==> src/rtl/kbmc_pkg.sv <==
// Package for the k-way balance move checker.
// Holds the item structs, command and verdict codes, and cell control types.
// No dependencies; imported by every module in rtl/.
package kbmc_pkg;

    // Fixed field widths.
    localparam int CMD_W       = 3;
    localparam int PART_W      = 4;
    localparam int MWEIGHT_W   = 16;
    localparam int NUM_PARTS_W = 5;
    localparam int LBOUND_W    = 31;
    localparam int CFG_DATA_W  = 31;
    localparam int CFG_INDEX_W = 1;

    // Command codes. Codes 5 to 7 mean nothing and are ignored.
    localparam logic [CMD_W-1:0] CMD_LOAD       = 3'd0;
    localparam logic [CMD_W-1:0] CMD_FINISH     = 3'd1;
    localparam logic [CMD_W-1:0] CMD_CHECK      = 3'd2;
    localparam logic [CMD_W-1:0] CMD_CONSTRAINT = 3'd3;
    localparam logic [CMD_W-1:0] CMD_MOVE       = 3'd4;

    // Verdict codes of a legality check.
    localparam logic [1:0] VERDICT_REJECT  = 2'd0;
    localparam logic [1:0] VERDICT_ILLEGAL = 2'd1;
    localparam logic [1:0] VERDICT_OK      = 2'd2;

    // Verdict codes of a constraint check.
    localparam logic [1:0] CONSTR_FAIL = 2'd0;
    localparam logic [1:0] CONSTR_PASS = 2'd1;

    // Result kinds.
    localparam logic KIND_LEGAL      = 1'b0;
    localparam logic KIND_CONSTRAINT = 1'b1;

    // Configuration register indexes.
    localparam logic [CFG_INDEX_W-1:0] REG_NUM_PARTS   = 1'd0;
    localparam logic [CFG_INDEX_W-1:0] REG_LOWER_BOUND = 1'd1;

    // Reset value of the part count.
    localparam logic [NUM_PARTS_W-1:0] NUM_PARTS_RESET = 5'd2;

    // One input item.
    typedef struct packed {
        logic [CMD_W-1:0]     cmd;
        logic [PART_W-1:0]    from_part;
        logic [PART_W-1:0]    to_part;
        logic [MWEIGHT_W-1:0] module_weight;
    } t_in_item;

    // One result item.
    typedef struct packed {
        logic [1:0] verdict;
        logic       kind;
    } t_out_item;

    // Broadcast control from the grading logic to every part cell.
    typedef struct packed {
        logic add_to;      // add the weight to the target part
        logic sub_from;    // subtract the weight from the source part
        logic finish;      // recompute the illegal flags
        logic clear_pair;  // clear the flags of source and target
    } t_cell_ctl;

    // Status returned by each part cell, already gated by its part match.
    typedef struct packed {
        logic from_low;    // source total minus weight is below the bound
        logic to_low;      // target total plus weight is below the bound
        logic other_flag;  // active, flagged, and neither source nor target
    } t_cell_stat;

endpackage

==> src/rtl/kbmc_part_cell.sv <==
// One part of the balance checker: its weight total and illegal flag.
// Updates itself from the broadcast control and reports its compares.
// Depends on kbmc_pkg.
module kbmc_part_cell
    import kbmc_pkg::*;
#(
    parameter int IDX          = 0,
    parameter int KW           = 5,
    parameter int WEIGHT_WIDTH = 32
) (
    input  logic                    i_clk,
    input  logic                    i_rst_n,
    input  t_cell_ctl               i_ctl,
    input  logic [KW-1:0]           i_from,
    input  logic [KW-1:0]           i_to,
    input  logic [KW-1:0]           i_k,
    input  logic [MWEIGHT_W-1:0]    i_weight,
    input  logic [LBOUND_W-1:0]     i_lower_bound,
    output t_cell_stat              o_stat
);

    // Compare width: holds a total with the weight added or removed, and the bound.
    localparam int EW = ((WEIGHT_WIDTH > 32) ? WEIGHT_WIDTH : 32) + 2;
    localparam logic [KW-1:0] MY_IDX = KW'(IDX);

    logic [WEIGHT_WIDTH-1:0] r_weight;
    logic [WEIGHT_WIDTH-1:0] n_weight;
    logic                    r_illegal;
    logic                    n_illegal;

    logic                    is_from;
    logic                    is_to;
    logic                    active;
    logic [WEIGHT_WIDTH-1:0] w_short;
    logic signed [EW-1:0]    tot_e;
    logic signed [EW-1:0]    w_e;
    logic signed [EW-1:0]    lb_e;
    logic                    below_cur;
    logic                    below_sub;
    logic                    below_add;

    // Part match and activity.
    assign is_from = (i_from == MY_IDX);
    assign is_to   = (i_to == MY_IDX);
    assign active  = (MY_IDX < i_k);

    // Exact compares against the bound, without wrap.
    assign w_short   = WEIGHT_WIDTH'(i_weight);
    assign tot_e     = EW'($signed(r_weight));
    assign w_e       = $signed(EW'(i_weight));
    assign lb_e      = $signed(EW'(i_lower_bound));
    assign below_cur = (tot_e < lb_e);
    assign below_sub = ((tot_e - w_e) < lb_e);
    assign below_add = ((tot_e + w_e) < lb_e);

    // Status toward the grading logic.
    assign o_stat.from_low   = is_from & below_sub;
    assign o_stat.to_low     = is_to & below_add;
    assign o_stat.other_flag = r_illegal & active & ~is_from & ~is_to;

    // Next total and flag.
    always_comb begin
        n_weight = r_weight;
        if (i_ctl.add_to && is_to) begin
            n_weight = n_weight + w_short;
        end
        if (i_ctl.sub_from && is_from) begin
            n_weight = n_weight - w_short;
        end

        n_illegal = r_illegal;
        if (i_ctl.finish) begin
            n_illegal = active & below_cur;
        end else if (i_ctl.clear_pair && (is_from || is_to)) begin
            n_illegal = 1'b0;
        end
    end

    // State registers.
    always_ff @(posedge i_clk) begin
        if (!i_rst_n) begin
            r_weight  <= '0;
            r_illegal <= 1'b0;
        end else begin
            r_weight  <= n_weight;
            r_illegal <= n_illegal;
        end
    end

endmodule

==> config.mk <==
export PLATFORM = sky130hd
export DESIGN_NAME = kbmc_part_cell
export DESIGN_NICKNAME = d
export VERILOG_FILES = /design/src/rtl/kbmc_pkg.sv /design/src/rtl/kbmc_part_cell.sv
export SDC_FILE = /design/constraint.sdc
export NUM_CORES = 1
export LEC_CHECK = 0
export ABC_AREA = 1
export BUFFER_PORTS_ARGS = -buffer_cell sky130_fd_sc_hd__buf_4
export CAP_MARGIN = 0
export CORE_MARGIN = 3
export CORE_UTILIZATION = 38
export DETAILED_ROUTE_END_ITERATION = 8
export GPL_TIMING_DRIVEN = 0
export PLACE_DENSITY_LB_ADDON = 0.3
export SLEW_MARGIN = 10
export SYNTH_ARGS = -nofsm -noshare
export SYNTH_HDL_FRONTEND = slang
export SYNTH_SLANG_ARGS = --single-unit
==> constraint.sdc <==
create_clock -name i_clk -period 6.8 [get_ports i_clk]
set_input_delay 1.7 -clock i_clk [delete_from_list [all_inputs] [get_ports i_clk]]
set_output_delay 1.7 -clock i_clk [all_outputs]
set_load 0.01 [all_outputs]
Yosys cells after proc, flatten, opt, wreduce, memory -nomap -nowiden
Index checks and enable logic that the tools add are counted. Widths: inputs -> output; s select.

Add/subtract/negate cells: 4. Magnitude comparators: 4. Muxes and demuxes: 4. Bitwise gates (word level): 8. Reduce and logical (&&, ||, !) cells: 7.

Operator list (number): $lt 33x32->1 (2); $mux 32 (2); $add 32x17->33 (1); $sub 32x17->33 (1); $add 32x16->32 (1); $lt 32x32->1 (1); $sub 32x16->32 (1); $logic_not 5->1 (2); $and 1x1->1 (6); $lt 1x5->1 const A (1); $logic_and 1x1->1 (3); $mux 1 (2); $not 1->1 (2); $reduce_bool 2->1 (1); $logic_or 1x1->1 (1).

Register bits after elaboration: 33. Word-level logic and storage cells: 29.

Depth between registers and ports, before layout
Gate-level depths: netlist of the first run.

Word-level depth: 5. Mapped depth: 28. Depth with buffers taken out: 27.

Worst setup path after synthesis of the first run
Ideal clock, no wire load.

Path type: input port to output port. From: input i_weight[0]. To: output o_stat[2] in the netlist's numbering. Data arrival time: 4832 ps. Data required time: 5100 ps. Slack: 268 ps. Cell stages on the path: 21. Path buffers: 0. Cells stage by stage: ha_1 -> fa_1 -> o31ai_2 -> a21boi_1 -> o21ai_1 -> a21boi_1 -> o21bai_1 -> a21oi_1 -> xor2_1 -> ha_1 -> a21oi_1 -> o21ai_0 -> a21oi_1 -> nor2_1 -> o21bai_1 -> nand3_1 -> nand2_1 -> nand2_1 -> nand3_1 -> nand3_1 -> a21oi_1.

RTL lines: start: declaration (line kbmc_part_cell.sv:17) `input logic [MWEIGHT_W-1:0] i_weight,`; end: declaration (line kbmc_part_cell.sv:19) `output t_cell_stat o_stat`.

==> results of run 1 <==
worst reg2reg max path, stage by stage (launching register included):
cell	delay, ps
dfxtp_1	410
ha_1	270
buf_6	150
buf_4	130
nor2_2	140
nand3_1	110
nand2_2	120
nand2_1	80
nand2_2	110
xor2_1	370
nand2_1	90
nand2_1	110
ha_1	270
a21oi_1	260
nor2_1	60
nor2_1	90
nor2_1	50
nor2_1	180
nand2_1	80
nor2_1	210
nand3_1	180
nor2_1	160
and3_1	170
nor3_1	40
cells in the final DEF, fill, tap and decap left out, types with 34 or more instances in the layout:
cell type  netlist  final
nand2_2         29     34
o21ai_0         44     40
nand2_1        359    354
xor2_1          42     36
a21oi_1        104     95
buf_4           10     91
nand3_1         79     77
ha_1           138    134
inv_1          186    185
nor2_1         105    105
worst max-delay path by stage:
stage	slack, ps	cells after the start	endpoint	start
after floorplan	270	21	o_stat[2]	i_weight[0]
after global placement	-390	23	o_stat[2]	i_weight[0]
after detailed placement	-430	23	o_stat[2]	i_weight[0]
after CTS	7	28	o_stat[2]	i_weight[4]
after global routing	-30	24	o_stat[2]	i_weight[0]
final	170	23	o_stat[2]	i_weight[0]
cell type report:
cell class	count	share of cell area [%]
inverter	214	8.53
tap	270	3.59
clock inverter	2	0.106
timing repair buffer	83	6.66
sequential	33	7.02
multi-input combinational	1071	71.1
buffer	27	1.67
clock buffer	6	1.37
registers in the layout, indices dropped and copies added, names as in the netlist:
signal and flops:
r_illegal 1, r_weight 32
kinds of logic after synthesis:
group	Yosys count	synth area share, %
buf+inv	241	11.9
simple gates	674	37.4
xor+xnor	53	5.76
flops	33	8.20
fa+ha+maj	141	22.2
compound gates	203	14.5
metal layers:
| layer | track usage [%] | wire length [um] |
|---|---|---|
| met1 | 31.1 | 12300 |
| met5 | 0 | 0 |
| met4 | 5.12 | 400 |
| met3 | 0.922 | 1760 |
| met2 | 34.8 | 10900 |
power groups by stage:
stage	combinational (mW)	clock (mW)	sequential [mW]
after detailed placement	0.359	0	0.208
after global routing	0.441	0.222	0.205
after global placement	0.351	0	0.208
after floorplan	0.253	0	0.205
final	0.390	0.216	0.204
after CTS	0.365	0.218	0.204
repair_timing:
item	CTS	global route
pin swaps	8	23
hold buffers	0	0
resized for setup	15	42
setup endpoints to repair	1	2
setup buffers	4	9
per-stage QoR:
stage / total power, mW / hold WS [ps]
detailed placement: 0.567 / 464
global placement: 0.559 / 455
CTS: 0.787 / 472
floorplan: 0.458 / 443
finish: 0.810 / 467
global route: 0.869 / 492
==> impl_metrics.py, run 1 <==
metrics = {
    "status": {
        "status": "finished, final reports clean",
    },
    "clock_network": {
        "numCtsBuffers": 5,
        "htreeDepth": 2,
        "cts_tree": "done",
        "cts_sinks": 33,
        "cts_root_buffer": "clkbuf_16",
        "clk_path_buf_depth": 2,
        "clk_latency_ps": 280,
        "clkTransAtPathRegs_ps": 50,
    },
    "pwr": {
        "ir_worst_vdd_mv": 0.0833,
        "power.density_nw_per_um2": 86.1,
        "p_int_mw": 0.489,
        "p_seq_share_pct": 25.2,
        "power.switching_mw": 0.322,
        "switching_share_pct": 39.7,
        "combPwrFrac_pct": 48.1,
        "p_leak_nw": 5.22,
        "clkPwrFrac_pct": 26.6,
    },
    "timing": {
        "skew_ps": 6.83,
        "setup_violations": 0,
        "min_period_ps": 6630,
        "hold_violations": 0,
        "relSlewSlack_pct": 62.0,
        "fmax_ghz": 0.151,
        "rsz0062_at_grt": "yes",
        "final.setup.tns_ps": 0,
        "tightest_slew_ps": 571,
        "drv_slew": 0,
        "period_share_pct": 97.6,
        "layout_setup_ws_ps": 166,
    },
    "synthesis": {
        "synth_cell_types": 52,
        "yosys.area.top_type": "ha_1",
        "synth.top_cell.area_share_pct": 21.4,
        "postSynthCellCount": 1345,
        "synth_warnings": 0,
        "synth_area_leaders": "ha_1 (21%), nand2_1 (17%), inv_1 (8.7%), dfxtp_1 (8.2%), a21oi_1 (6.5%)",
        "syn_area_sq_um": 8060,
        "synthTopCellsByCount": "nand2_1 (359), inv_1 (186), ha_1 (138)",
        "synth_edf_count": 0,
        "synth_most_common_cell": "nand2_1",
        "syn-num-nets": 1554,
        "ys_ff_latch": 33,
        "avgSynthCellArea_sq_um": 5.99,
        "synth-seq-area-share_pct": 8.20,
        "synthFlopType": "dfxtp_1",
        "async_reset_ff_share_pct": 0,
    },
    "global_route": {
        "antenna_found_initial": 0,
        "overflow": 0,
        "grt_pass1_vias": 7890,
        "grt_max_degree": 11,
        "grt_use_total_pct": 21.4,
        "grt_pass1_wl_um": 38800,
    },
    "critical_path": {
        "cp_top_family": "compound AO/OA/AOI/OAI gates",
        "critPathMaxFanout": 3,
        "r2r_end": "r_weight[24]$_SDFF_PN0_",
        "required_ps": 5100,
        "endpoint_kind": "output pin",
        "reg2regPathDepth": 23,
        "path_class": "in2out",
        "worst_r2r_startpoint": "r_weight[3]$_SDFF_PN0_",
        "rrSetupSlack_ps": 2850,
        "cpMaxStageDelayCell": "fa_2",
        "worstPathBufferInverterCount": 3,
        "worst_setup_path_start_kind": "input port",
        "critical_path.cell_chain": "buf_6, ha_4, fa_2, o31ai_4, a21boi_2, o21ai_2, inv_1, o21ai_2, nor2_1, xor2_1, ha_1, a21oi_1, o21ai_0, a21oi_1, nor2_1, o21bai_1, nand3_1, nand2_1, nand2_2, nand3_2, nand3_2, a21oi_2, buf_4",
        "crit_path_max_incr_delay_ps": 370,
        "arrival_ps": 4930,
    },
    "place": {
        "place_area_sq_um": 8920,
        "gp_congestion": 0.935,
        "preCtsSetupSlack_ps": -428,
        "numPortBuffers": 70,
        "hpwl_um": 22100,
        "placedCellCount": 1685,
    },
    "route": {
        "drc": 0,
        "drt_iter0_drc": 561,
        "wl_per_cell_um": 14.8,
        "vias": 8735,
        "ant_nets": 0,
        "totalWireLength_um": 25300,
        "viasPerCell": 5.12,
        "drt_first_pass_iters": 8,
    },
    "die": {
        "die_h_um": 152,
        "core_sq_um": 20600,
        "start_util_pct": 39.2,
        "row_count": 52,
        "io_pins": 71,
        "die-area_sq_um": 23000,
        "die_width_um": 152,
    },
    "final_layout": {
        "insertedDiodeCount": 0,
        "syn_to_final_growth_pct": 16.9,
        "final_area_sq_um": 9420,
        "layout-drive-gt1-share_pct": 17.1,
        "ff_latch_area_sq_um": 661,
        "fin_util_pct": 45.8,
        "nets": 1644,
        "multiInputGateArea_sq_um": 6690,
        "nFillCells": 2177,
        "fin_cells": 1706,
    },
    "run": {
        "drv_cap": 0,
    },
    "worst_hold_path": {
        "min-delay-start": "r_illegal$_SDFFE_PN0P_",
        "min_path_cells": 2,
        "worstHoldEndpoint": "r_illegal$_SDFFE_PN0P_",
        "hold_class": "reg2reg",
    },
}
(Power assumes the default switching activity.)
==> run 2: changes to the inputs <==
--- a/config.mk
+++ b/config.mk
@@ -5,7 +5,6 @@
 export SDC_FILE = /design/constraint.sdc
 export NUM_CORES = 1
 export LEC_CHECK = 0
-export ABC_AREA = 1
 export BUFFER_PORTS_ARGS = -buffer_cell sky130_fd_sc_hd__buf_4
 export CAP_MARGIN = 0
 export CORE_MARGIN = 3
==> run 2 against run 1 <==
Highest routed layer unchanged; register-to-register slack got worse by 980 ps; critical path type unchanged; first-iteration DRC count rose by 2.5%; global-route usage rose by 0.071 points; critical path depth fell by 5; die area fell by 7.9%; total power rose by 12%; critical endpoint is now o_stat[1]; clock skew fell by 1.3 ps; routed wire length fell by 6.1%; area after synthesis fell by 8.2%; largest power group unchanged; the flow now finishes with violations (negative setup slack).
==> impl_metrics.py, run 2 <==
metrics = {
    "critical_path": {
        "rrSetupSlack_ps": 1870,
        "critPathMaxFanout": 5,
        "cpMostUsedCell": "a21o_1",
        "reg2regPathDepth": 20,
        "setup.worst_path.start": "i_weight[0]",
        "worst_r2r_startpoint": "r_weight[5]$_SDFF_PN0_",
        "worst_setup_path_start_kind": "input port",
        "arrival_ps": 5800,
        "critical_path.cell_chain": "buf_8, ha_1, fa_1, nor2b_1, o211ai_1, a22oi_2, o21ai_1, xor2_1, ha_1, a21o_1, a21o_1, a21oi_1, o21ai_0, a2111oi_2, a31oi_1, o41ai_1, a21o_1, buf_6",
        "r2r_end": "r_weight[22]$_SDFF_PN0_",
        "path_class": "in2out",
        "cp_top_family": "compound AO/OA/AOI/OAI gates",
        "worstPathBufferInverterCount": 2,
        "crit_path_max_incr_delay_ps": 420,
        "endpoint_kind": "output pin",
        "required_ps": 5100,
        "cpMaxStageDelayCell": "fa_1",
    },
    "die": {
        "core_sq_um": 18900,
        "start_util_pct": 39.1,
        "die-area_sq_um": 21200,
        "io_pins": 71,
        "die_h_um": 145,
        "row_count": 50,
        "die_width_um": 145,
    },
    "timing": {
        "min_period_ps": 7500,
        "skew_ps": 5.52,
        "layout_setup_ws_ps": -695,
        "tightest_slew_ps": 756,
        "fmax_ghz": 0.133,
        "setup_violations": 2,
        "period_share_pct": 110,
        "drv_slew": 0,
        "hold_violations": 0,
        "rsz0062_at_grt": "yes",
        "final.setup.tns_ps": -1310,
        "relSlewSlack_pct": 49.6,
        "whs_ps": 666,
    },
    "pwr": {
        "power.density_nw_per_um2": 100,
        "ir_worst_vdd_mv": 0.0965,
        "total_power_mw": 0.908,
        "p_leak_nw": 4.31,
    },
    "final_layout": {
        "syn_to_final_growth_pct": 22.4,
        "final_common_cell": "ha_1",
        "largest_reg_flops": 32,
        "layout-drive-gt1-share_pct": 19.3,
        "top_register": "r_weight",
        "nFillCells": 1918,
        "nets": 1315,
        "fin_util_pct": 47.9,
        "final_cell_mix": "ha_1 (131), buf_4 (100), nor2_1 (95), nand2_1 (79), inv_1 (67)",
        "biggestRegsByFlops": "r_weight (32), r_illegal (1)",
        "insertedDiodeCount": 0,
    },
    "route": {
        "totalWireLength_um": 23700,
        "viasPerCell": 5.59,
        "drt_iter0_drc": 575,
        "drc": 0,
        "vias": 7643,
        "drt_first_pass_iters": 5,
        "wl_per_cell_um": 17.4,
        "ant_nets": 0,
    },
    "synthesis": {
        "syn-num-nets": 1209,
        "syn_area_sq_um": 7390,
        "synth_edf_count": 0,
        "synth.top_cell.area_share_pct": 23.4,
        "synth_cell_types": 84,
        "postSynthCellCount": 1000,
        "avgSynthCellArea_sq_um": 7.39,
        "yosys.area.top_type": "ha_1",
        "synth_warnings": 0,
        "synthFlopType": "dfxtp_1",
        "ys_ff_latch": 33,
        "synth_area_leaders": "ha_1 (23%), dfxtp_1 (8.9%), xnor2_1 (5.8%), nor2_1 (4.9%), a21oi_1 (4.1%)",
        "synth-seq-area-share_pct": 8.93,
        "synthTopCellsByCount": "ha_1 (138), nor2_1 (97), nand2_1 (79)",
        "async_reset_ff_share_pct": 0,
        "synth_most_common_cell": "ha_1",
    },
    "place": {
        "gp_congestion": 0.979,
        "hpwl_um": 19600,
        "preCtsSetupSlack_ps": -1190,
        "numPortBuffers": 69,
    },
    "global_route": {
        "grt_max_degree": 11,
        "grt_pass1_vias": 7056,
        "antenna_found_initial": 0,
        "grt_use_total_pct": 21.4,
        "overflow": 0,
        "grt_pass1_wl_um": 37500,
    },
    "status": {
        "status": "finished, violations left",
        "failed_checks": "negative setup slack",
    },
    "clock_network": {
        "cts_hold_buf": 0,
        "clk_path_buf_depth": 2,
        "numCtsBuffers": 5,
        "cts_tree": "done",
        "clk_latency_ps": 280,
        "htreeDepth": 2,
        "clkTransAtPathRegs_ps": 60,
        "cts_root_buffer": "clkbuf_16",
        "cts_sinks": 33,
    },
    "worst_hold_path": {
        "hold_class": "reg2reg",
        "min_path_cells": 4,
        "min-delay-start": "r_weight[3]$_SDFF_PN0_",
        "worstHoldEndpoint": "r_weight[3]$_SDFF_PN0_",
    },
    "run": {
        "drv_cap": 0,
    },
}
[run 2: changes by cell type in the layout (fill, tap and decap cells not counted), sizes merged, moves of 17 or more]
cell	change
a21o	+32
inv	-132
clkbuf	+18
nand2	-310
a21oi	-45
nor2b	+22
nor2	-31
nand3	-70
xor2	-17
xnor2	+39
[run 2: cell families (layout without fill, tap and decap cells)]
| kind of cell | after synthesis | count (layout) | synth area share, % |
|---|---|---|---|
| AND/OR/NAND/NOR | 361 | 361 | 25.2 |
| AO/OA/AOI/OAI | 258 | 258 | 24.6 |
| adder cells (fa/ha/maj) | 141 | 141 | 24.2 |
| buffers and inverters | 121 | 228 | 6.53 |
| XOR/XNOR | 75 | 75 | 8.98 |
| flip-flops | 33 | 33 | 8.93 |
| multiplexers | 11 | 11 | 1.59 |
[run 2: final cells by class]
cell class,instances,area (sq um),share of cell area [%]
Sequential cell,33,661,7.30
Multi-Input combinational cell,846,6630,73.2
Timing Repair Buffer,103,803,8.88
Tap cell,260,325,3.60
Inverter,79,309,3.42
Clock inverter,2,10.0,0.111
Clock buffer,6,129,1.42
Buffer,38,184,2.03
[run 2: power by group]
group / switching, mW / internal (mW)
clock: 0.0835 / 0.134
combinational: 0.271 / 0.211
sequential: 0.00841 / 0.200
total: 0.363 / 0.545
[run 2: stage by stage]
step                      cells  instance area, sq um
final                      1367                  9050
after detailed placement   1329                  8270
after CTS                  1354                  8820
after floorplan            1000                  7430
after global placement     1329                  8270
after global routing       1367                  9050
[run 2: repair_timing]
action                                  CTS  global route
endpoints found under the setup margin    2             2
pin swaps                                36            22
gates resized for setup                  57            37
buffers inserted                         21            13
[run 2: worst max path at each step]
| stage | endpoint | cells after the start |
|---|---|---|
| floorplan | o_stat[1] | 19 |
| global placement | o_stat[2] | 22 |
| detailed placement | o_stat[2] | 23 |
| CTS | o_stat[1] | 21 |
| global route | o_stat[1] | 21 |
| finish | o_stat[1] | 18 |
[run 2: per-layer routing]
metal / track usage, % / wire length [um]
met1: 33.3 / 12100
met2: 31.5 / 9810
met3: 2.49 / 1380
met4: 4.75 / 469
met5: 0 / 0
[run 2: worst register-to-register path: stages (launching register included)]
cell and delay, ps:
dfxtp_1 360, ha_1 290, buf_2 180, nor2b_2 80
o21ai_0 340, o21ai_4 160, nor2_1 290, o21ai_1 170
a21oi_1 220, xor2_1 140, buf_4 160, mux2_2 270
ha_1 190, nor4b_2 460, o211ai_1 200, a211o_1 300
nand2_1 80, and3_1 220, o2111ai_2 260, or2_2 350
a21oi_1 130
